--- config.mk ---
export PLATFORM = sky130hd
export DESIGN_NAME = unique_value_list_table_unit
export DESIGN_NICKNAME = d
export VERILOG_FILES = /design/src/rtl/uvlt_pkg.sv /design/src/rtl/uvlt_ctrl.sv /design/src/rtl/uvlt_datapath.sv /design/src/rtl/unique_value_list_table_unit.sv
export SDC_FILE = /design/constraint.sdc
export NUM_CORES = 2
export LEC_CHECK = 0
export BUFFER_PORTS_ARGS = -buffer_cell sky130_fd_sc_hd__buf_2
export CAP_MARGIN = 5
export CORE_MARGIN = 2
export CORE_UTILIZATION = 41
export DETAILED_ROUTE_END_ITERATION = 6
export PLACE_DENSITY = 0.66
export SLEW_MARGIN = 10
export SYNTH_ARGS = -nofsm -noshare
export SYNTH_HDL_FRONTEND = slang
export SYNTH_SLANG_ARGS = --single-unit
--- constraint.sdc ---
create_clock -name clk -period 5.4 [get_ports clk]
set_clock_uncertainty 0.05 [all_clocks]
set_input_delay 1.08 -clock clk [delete_from_list [all_inputs] [get_ports clk]]
set_output_delay 1.08 -clock clk [all_outputs]
set_load 0.02 [all_outputs]
--- src/rtl/uvlt_pkg.sv ---
// package: request and result types, operation and status codes, control types
`timescale 1ns / 1ps

package uvlt_pkg;

  // operation codes
  localparam logic [2:0] FUNC_CLEAR  = 3'd0;
  localparam logic [2:0] FUNC_COUNT  = 3'd1;
  localparam logic [2:0] FUNC_SEARCH = 3'd2;
  localparam logic [2:0] FUNC_INSERT = 3'd3;
  localparam logic [2:0] FUNC_DELETE = 3'd4;

  // status codes
  localparam logic [1:0] ST_OK      = 2'd0;
  localparam logic [1:0] ST_PRESENT = 2'd1;
  localparam logic [1:0] ST_MISSING = 2'd2;
  localparam logic [1:0] ST_FULL    = 2'd3;

  // request payload
  typedef struct packed {
    logic        [2:0]  func;
    logic signed [31:0] value;
  } req_t;

  // result payload
  typedef struct packed {
    logic [1:0] status;
    logic [5:0] position;
    logic [6:0] count;
  } rsp_t;

  // controller states
  typedef enum logic [1:0] {
    S_IDLE,
    S_SCAN,
    S_SHIFT
  } state_t;

  // source of the reported position
  typedef enum logic [1:0] {
    POS_ZERO,
    POS_MATCH,
    POS_SAVED,
    POS_TAIL
  } pos_sel_t;

  // change to the entry count at finish
  typedef enum logic [1:0] {
    CNT_KEEP,
    CNT_CLEAR,
    CNT_INC,
    CNT_DEC
  } cnt_op_t;

  // commands from controller to datapath
  typedef struct packed {
    logic       load;
    logic       scan;
    logic       shift_init;
    logic       shift;
    logic       finish;
    logic       append;
    logic [1:0] status;
    pos_sel_t   pos_sel;
    cnt_op_t    cnt_op;
  } cmd_t;

  // status from datapath to controller
  typedef struct packed {
    logic [2:0] func;
    logic       hit;
    logic       miss;
    logic       full;
    logic       shift_done;
  } dp_stat_t;

endpackage

--- src/rtl/uvlt_ctrl.sv ---
// controller: sequences scan, shift and finish of each request
`timescale 1ns / 1ps

module uvlt_ctrl (
  input  logic                clk,
  input  logic                rst,
  input  logic                start,
  input  logic [2:0]          req_func,
  input  uvlt_pkg::dp_stat_t  stat,
  output logic                busy,
  output uvlt_pkg::cmd_t      cmd
);

  uvlt_pkg::state_t state, state_next;

  // state register
  always_ff @(posedge clk) begin
    if (rst) begin
      state <= uvlt_pkg::S_IDLE;
    end else begin
      state <= state_next;
    end
  end

  // next state
  always_comb begin
    state_next = state;
    case (state)
      uvlt_pkg::S_IDLE: begin
        if (start) begin
          case (req_func)
            uvlt_pkg::FUNC_SEARCH,
            uvlt_pkg::FUNC_INSERT,
            uvlt_pkg::FUNC_DELETE: state_next = uvlt_pkg::S_SCAN;
            default:               state_next = uvlt_pkg::S_IDLE;
          endcase
        end
      end
      uvlt_pkg::S_SCAN: begin
        if (stat.hit && stat.func == uvlt_pkg::FUNC_DELETE) begin
          state_next = uvlt_pkg::S_SHIFT;
        end else if (stat.hit || stat.miss) begin
          state_next = uvlt_pkg::S_IDLE;
        end
      end
      uvlt_pkg::S_SHIFT: begin
        if (stat.shift_done) begin
          state_next = uvlt_pkg::S_IDLE;
        end
      end
      default: state_next = uvlt_pkg::S_IDLE;
    endcase
  end

  // command outputs
  always_comb begin
    cmd = '0;
    cmd.status  = uvlt_pkg::ST_OK;
    cmd.pos_sel = uvlt_pkg::POS_ZERO;
    cmd.cnt_op  = uvlt_pkg::CNT_KEEP;
    case (state)
      uvlt_pkg::S_IDLE: begin
        if (start) begin
          cmd.load = 1'b1;
          case (req_func)
            uvlt_pkg::FUNC_CLEAR: begin
              cmd.finish = 1'b1;
              cmd.cnt_op = uvlt_pkg::CNT_CLEAR;
            end
            uvlt_pkg::FUNC_SEARCH,
            uvlt_pkg::FUNC_INSERT,
            uvlt_pkg::FUNC_DELETE: cmd.finish = 1'b0;
            default:               cmd.finish = 1'b1;
          endcase
        end
      end
      uvlt_pkg::S_SCAN: begin
        cmd.scan = !stat.hit && !stat.miss;
        case (stat.func)
          uvlt_pkg::FUNC_SEARCH: begin
            if (stat.hit) begin
              cmd.finish  = 1'b1;
              cmd.pos_sel = uvlt_pkg::POS_MATCH;
            end else if (stat.miss) begin
              cmd.finish = 1'b1;
              cmd.status = uvlt_pkg::ST_MISSING;
            end
          end
          uvlt_pkg::FUNC_INSERT: begin
            if (stat.hit) begin
              cmd.finish  = 1'b1;
              cmd.status  = uvlt_pkg::ST_PRESENT;
              cmd.pos_sel = uvlt_pkg::POS_MATCH;
            end else if (stat.miss && stat.full) begin
              cmd.finish = 1'b1;
              cmd.status = uvlt_pkg::ST_FULL;
            end else if (stat.miss) begin
              cmd.finish  = 1'b1;
              cmd.append  = 1'b1;
              cmd.pos_sel = uvlt_pkg::POS_TAIL;
              cmd.cnt_op  = uvlt_pkg::CNT_INC;
            end
          end
          uvlt_pkg::FUNC_DELETE: begin
            if (stat.hit) begin
              cmd.shift_init = 1'b1;
            end else if (stat.miss) begin
              cmd.finish = 1'b1;
              cmd.status = uvlt_pkg::ST_MISSING;
            end
          end
          default: cmd.finish = stat.hit || stat.miss;
        endcase
      end
      uvlt_pkg::S_SHIFT: begin
        if (stat.shift_done) begin
          cmd.finish  = 1'b1;
          cmd.pos_sel = uvlt_pkg::POS_SAVED;
          cmd.cnt_op  = uvlt_pkg::CNT_DEC;
        end else begin
          cmd.shift = 1'b1;
        end
      end
      default: cmd.finish = 1'b0;
    endcase
  end

  assign busy = (state != uvlt_pkg::S_IDLE);

endmodule

--- src/rtl/uvlt_datapath.sv ---
// datapath: value store, scan and shift pointer, entry count, result register
`timescale 1ns / 1ps

module uvlt_datapath #(
  parameter int CAPACITY = 64
) (
  input  logic                clk,
  input  logic                rst,
  input  uvlt_pkg::req_t      req,
  input  uvlt_pkg::cmd_t      cmd,
  output uvlt_pkg::dp_stat_t  stat,
  output logic                done,
  output uvlt_pkg::rsp_t      rsp
);

  localparam int IW = $clog2(CAPACITY);
  localparam int CW = $clog2(CAPACITY + 1);

  // value store, one write and one registered read per cycle
  logic [31:0]   mem [CAPACITY];
  logic [31:0]   rdata;

  logic [2:0]    func_q;
  logic [31:0]   value_q;
  logic [CW-1:0] ptr;
  logic          pend;
  logic [IW-1:0] tag_idx;
  logic [IW-1:0] pos_q;
  logic [CW-1:0] count;
  logic [CW-1:0] count_next;

  logic          in_range;
  logic          rd_en;
  logic          match;
  logic [IW-1:0] pos_mux;

  assign in_range = (ptr < count);
  assign rd_en    = (cmd.scan || cmd.shift) && in_range;
  assign match    = pend && (rdata == value_q);

  // status toward the controller
  always_comb begin
    stat.func       = func_q;
    stat.hit        = match;
    stat.miss       = !match && !in_range;
    stat.full       = (count >= CW'(CAPACITY));
    stat.shift_done = !in_range && !pend;
  end

  // store read
  always_ff @(posedge clk) begin
    if (rd_en) begin
      rdata <= mem[ptr[IW-1:0]];
    end
  end

  // store write: move an entry down during a delete, or append at the tail
  always_ff @(posedge clk) begin
    if (cmd.shift && pend) begin
      mem[tag_idx] <= rdata;
    end else if (cmd.append) begin
      mem[count[IW-1:0]] <= value_q;
    end
  end

  // request latch
  always_ff @(posedge clk) begin
    if (cmd.load) begin
      func_q  <= req.func;
      value_q <= req.value;
    end
    if (cmd.shift_init) begin
      pos_q <= tag_idx;
    end
  end

  // scan and shift pointer; tag_idx is the compared index or the write index
  always_ff @(posedge clk) begin
    if (rst) begin
      ptr     <= '0;
      pend    <= 1'b0;
      tag_idx <= '0;
    end else if (cmd.load) begin
      ptr  <= '0;
      pend <= 1'b0;
    end else if (cmd.shift_init) begin
      ptr  <= CW'(tag_idx) + CW'(1);
      pend <= 1'b0;
    end else if (cmd.scan) begin
      pend    <= in_range;
      tag_idx <= ptr[IW-1:0];
      if (in_range) begin
        ptr <= ptr + CW'(1);
      end
    end else if (cmd.shift) begin
      pend <= in_range;
      if (in_range) begin
        tag_idx <= IW'(ptr - CW'(1));
        ptr     <= ptr + CW'(1);
      end
    end
  end

  // count update
  always_comb begin
    count_next = count;
    case (cmd.cnt_op)
      uvlt_pkg::CNT_KEEP:  count_next = count;
      uvlt_pkg::CNT_CLEAR: count_next = '0;
      uvlt_pkg::CNT_INC:   count_next = count + CW'(1);
      uvlt_pkg::CNT_DEC:   count_next = count - CW'(1);
      default:             count_next = count;
    endcase
  end

  always_ff @(posedge clk) begin
    if (rst) begin
      count <= '0;
    end else if (cmd.finish) begin
      count <= count_next;
    end
  end

  // reported position
  always_comb begin
    pos_mux = '0;
    case (cmd.pos_sel)
      uvlt_pkg::POS_ZERO:  pos_mux = '0;
      uvlt_pkg::POS_MATCH: pos_mux = tag_idx;
      uvlt_pkg::POS_SAVED: pos_mux = pos_q;
      uvlt_pkg::POS_TAIL:  pos_mux = count[IW-1:0];
      default:             pos_mux = '0;
    endcase
  end

  // result register and strobe
  always_ff @(posedge clk) begin
    if (rst) begin
      done <= 1'b0;
    end else begin
      done <= cmd.finish;
    end
  end

  always_ff @(posedge clk) begin
    if (cmd.finish) begin
      rsp.status   <= cmd.status;
      rsp.position <= 6'(pos_mux);
      rsp.count    <= 7'(count_next);
    end
  end

endmodule

--- src/rtl/unique_value_list_table_unit.sv ---
// top level: unique value list with insert, search and order-keeping delete
//
// A request (func, value) is taken at a clock edge where start is high and
// busy is low. Each request gives exactly one result (status, position,
// count), shown on rsp for one cycle while done is high; the receiver
// cannot hold it off, so it must take the result in that cycle.
// Clear, count and unused codes: done rises the cycle after the request,
// and a new request may follow in the next cycle.
// Search and insert scan the held entries in order, one entry per cycle
// through the store's registered read port, and stop early on a hit.
// Delete scans to the hit at index k and then moves each later entry down
// one place, one per cycle on the same read port.
// The single read port of the value store sets this pace.
// busy is high from the cycle after a scanning request until its result.
// Reset empties the list and drops any request in flight; the store needs
// no clearing, as only entries below the count are ever read.
`timescale 1ns / 1ps

module unique_value_list_table_unit #(
  parameter int CAPACITY = 64
) (
  input  logic            clk,
  input  logic            rst,
  input  logic            start,
  output logic            busy,
  input  uvlt_pkg::req_t  req,
  output logic            done,
  output uvlt_pkg::rsp_t  rsp
);

  uvlt_pkg::cmd_t     cmd;
  uvlt_pkg::dp_stat_t stat;

  // control sequencer
  uvlt_ctrl u_ctrl (
    .clk      (clk),
    .rst      (rst),
    .start    (start),
    .req_func (req.func),
    .stat     (stat),
    .busy     (busy),
    .cmd      (cmd)
  );

  // store and result datapath
  uvlt_datapath #(
    .CAPACITY (CAPACITY)
  ) u_datapath (
    .clk  (clk),
    .rst  (rst),
    .req  (req),
    .cmd  (cmd),
    .stat (stat),
    .done (done),
    .rsp  (rsp)
  );

endmodule

==> flow_summary.toml <==
[timing]
hold_viol = 0
min_period_ns = 4.53
finalMaxSlewViolations = 0
final.period_utilization = 0.839
max_freq_ghz = 0.221
setup_viol = 0
fin_tns_setup_ns = 0
rsz0062_at_grt = "false"
worst_pin_slew_ns = 1.21
timing.final.ws_setup_ns = 0.868
relSlewSlack = 0.176

[worst_setup_path]
crit_type = "register to register"
cp-end-kind = "register"
cp_slowest_cell = "nor2_4"
path_common_cell = "buf_4"
timing.rr.start = "u_datapath.count[2]"
max_stage_delay_ns = 1.05
crit_chain = "buf_4 -> inv_1 -> ha_1 -> a21o_1 -> a31oi_1 -> o21a_1 -> buf_4 -> or3_1 -> nor2_4 -> a41oi_2 -> nor2_4 -> buf_4"
cp-startpoint = "u_datapath.count[2]"
worstPathArrival_ns = 5.02
worst_setup_path_start_kind = "register"
worst-path-max-fanout = 28
crit_required_ns = 5.89

[floorplanning]
core_area_mm2 = 0.203
die_w_um = 456
die_h_um = 456
num_io_pins = 55
num_rows = 165
start_util = 0.413
fp.dieArea_mm2 = 0.208

[min_path]
hold_path.startpoint = "req[0]"
hold_path_class = "primary input to register"

[pwr]
power.density_mw_per_mm2 = 339
power_leakage_nw = 28.1
ir_worst_vdd_uv = 263
total_power_mw = 32.2

[run_status]
outcome = "finished clean"

[grt]
grt_usage = 0.187
antenna_found_initial = 30
grt_first_pass_wirelength_um = 281000
grt_pass1_vias = 38600
grt_max_degree = 106
grt_overflow = 0

[yosys]
avgSynthCellArea_um2 = 23.7
syn_area_mm2 = 0.0836
ys_ff_latch = 2160
ys_top_cells_by_area = "edfxtp_1, mux4_2, dfxtp_1"
yosys-top-cells-count = "edfxtp_1, mux4_2, nand2_1"
synth_top_area_frac = 0.767
synthArstFlopShare = 0
yosysSeqAreaShare = 0.773
yosys_warnings = 0
synth_cell_type_count = 71
synth_area_leader_cell = "edfxtp_1"
syn_nets = 3582
synth_edf_count = 2136
postSynthCellCount = 3526
synth_most_common_cell = "edfxtp_1"
synth-main-ff-cell = "edfxtp_1"

[finish]
num-nets-final = 3812
syn2layout_area_growth_pct = 13.5
drive_above_1_share = 0.317
final_area_mm2 = 0.0949

[route]
num_vias = 38400
route.detailed.wl_per_inst_um = 29.5
drt-vias-per-instance = 5.82
dr.pass1.iters = 6
route.detailed.drc = 0
wl_um = 195000
drtAntennaViolNets = 0
drt_iter0_drc = 5132

[placement]
gp_congestion = 0.886
place_area_mm2 = 0.0885
dp_hpwl_um = 112000
pre_cts_slack_ns = 0.916
port_buffers = 54

[clock_network]
clk_pin_slew_ns = 0.06
cts_num_sinks = 2160
cts_tree = "done"
htree_num_levels = 4
cts_setup_buffers = 0
clk_path_buf_depth = 3
numCtsBuffers = 204
cts-root-buf = "clkbuf_16"
postCtsResizedCells = 0
worstSkewPairLatency_ns = 0.83
hold_buffers = 0

[job]
maxCapViolCount = 0
==> flip-flops by register name, summed over array words and instances, names as in the netlist <==
name and count:
u_datapath.mem 2048, u_datapath.rdata 32, u_datapath.value_q 32, u_datapath.rsp 15, u_datapath.count 7, u_datapath.ptr 7, u_datapath.pos_q 6, u_datapath.tag_idx 6
u_datapath.func_q 3, u_ctrl.state 2, u_datapath.done 1, u_datapath.pend 1
==> worst max-delay path, delay by kind of cell (launching register included) <==
| kind | cells | cell delay (ns) |
|---|---|---|
| adder cells (fa/ha/maj) | 1 | 0.32 |
| AO/OA/AOI/OAI | 4 | 0.96 |
| flip-flops | 1 | 0.31 |
| AND/OR/NAND/NOR | 3 | 1.85 |
| buffers and inverters | 4 | 0.73 |
==> final timing paths <==
check,depth (start not counted),to,slack [ns]
setup reg to reg,12,u_datapath.mem[31][23],0.87
hold / removal,1,u_datapath.value_q[0],0.39
setup / recovery,12,u_datapath.mem[31][23],0.87
hold reg to reg,2,u_ctrl.state[0],0.46
==> per-stage QoR <==
step | std cells | hold slack (ns) | util
after global routing | 6599 | 0.358 | 0.468
after global placement | 6222 | 0.429 | 0.437
after detailed placement | 6222 | 0.446 | 0.437
final | 6603 | 0.389 | 0.469
after CTS | 6598 | 0.335 | 0.468
after floorplan | 3526 | 0.356 | -
==> kinds of logic after synthesis <==
logic type,Yosys count,share of synthesized area
mux,688,0.183
flops,2160,0.773
compound gates,116,0.0101
xor+xnor,49,0.00513
fa+ha+maj,18,0.00278
simple gates,292,0.0161
buf+inv,203,0.0103
==> layout make-up <==
cell class	count	area (µm²)
fillers	16200	108000
flip-flops and latches	2160	64600
multi-input cells	1163	18700
clock buffers	258	5390
well taps	2672	3340
repair buffers	203	1730
clock inverters	118	948
inverters	24	90.1
diodes	5	12.5
==> power by group <==
group | switching, mW | internal, mW
registers | 0.0200 | 18.2
clock network | 6.00 | 7.74
logic | 0.155 | 0.0520
==> per-layer routing <==
metal / track usage / wire length [µm] / up-vias
met5: 0 / 0 / -
met4: 0.0472 / 4400 / 0
met3: 0.0400 / 17500 / 268
met2: 0.286 / 91400 / 1712
met1: 0.273 / 81300 / 20800
li1: - / - / 15600
==> placed cells by master, fill, tap and decap left out, drive strengths merged, types with 5 or more instances in the layout <==
cell | synthesis | final
dfxtp | 24 | 24
o2bb2ai | 7 | 7
xor2 | 14 | 14
a211oi | 10 | 10
ha | 17 | 17
clkinvlp | 0 | 5
edfxtp | 2136 | 2136
clkbuf | 92 | 258
bufinv | 0 | 15
mux4 | 672 | 672
mux2i | 14 | 14
nand2 | 117 | 117
nor2 | 88 | 88
and2 | 11 | 11
clkinv | 0 | 91
a31oi | 7 | 7
and4 | 7 | 7
inv | 24 | 31
nand3 | 15 | 15
buf | 87 | 203
nor3 | 11 | 11
a41oi | 5 | 5
o21ai | 26 | 26
nand2b | 8 | 8
nor4 | 6 | 6
nand4 | 11 | 11
a21oi | 20 | 20
xnor2 | 35 | 35
diode | 0 | 5
Note: power is estimated with default switching activity, not from simulation.
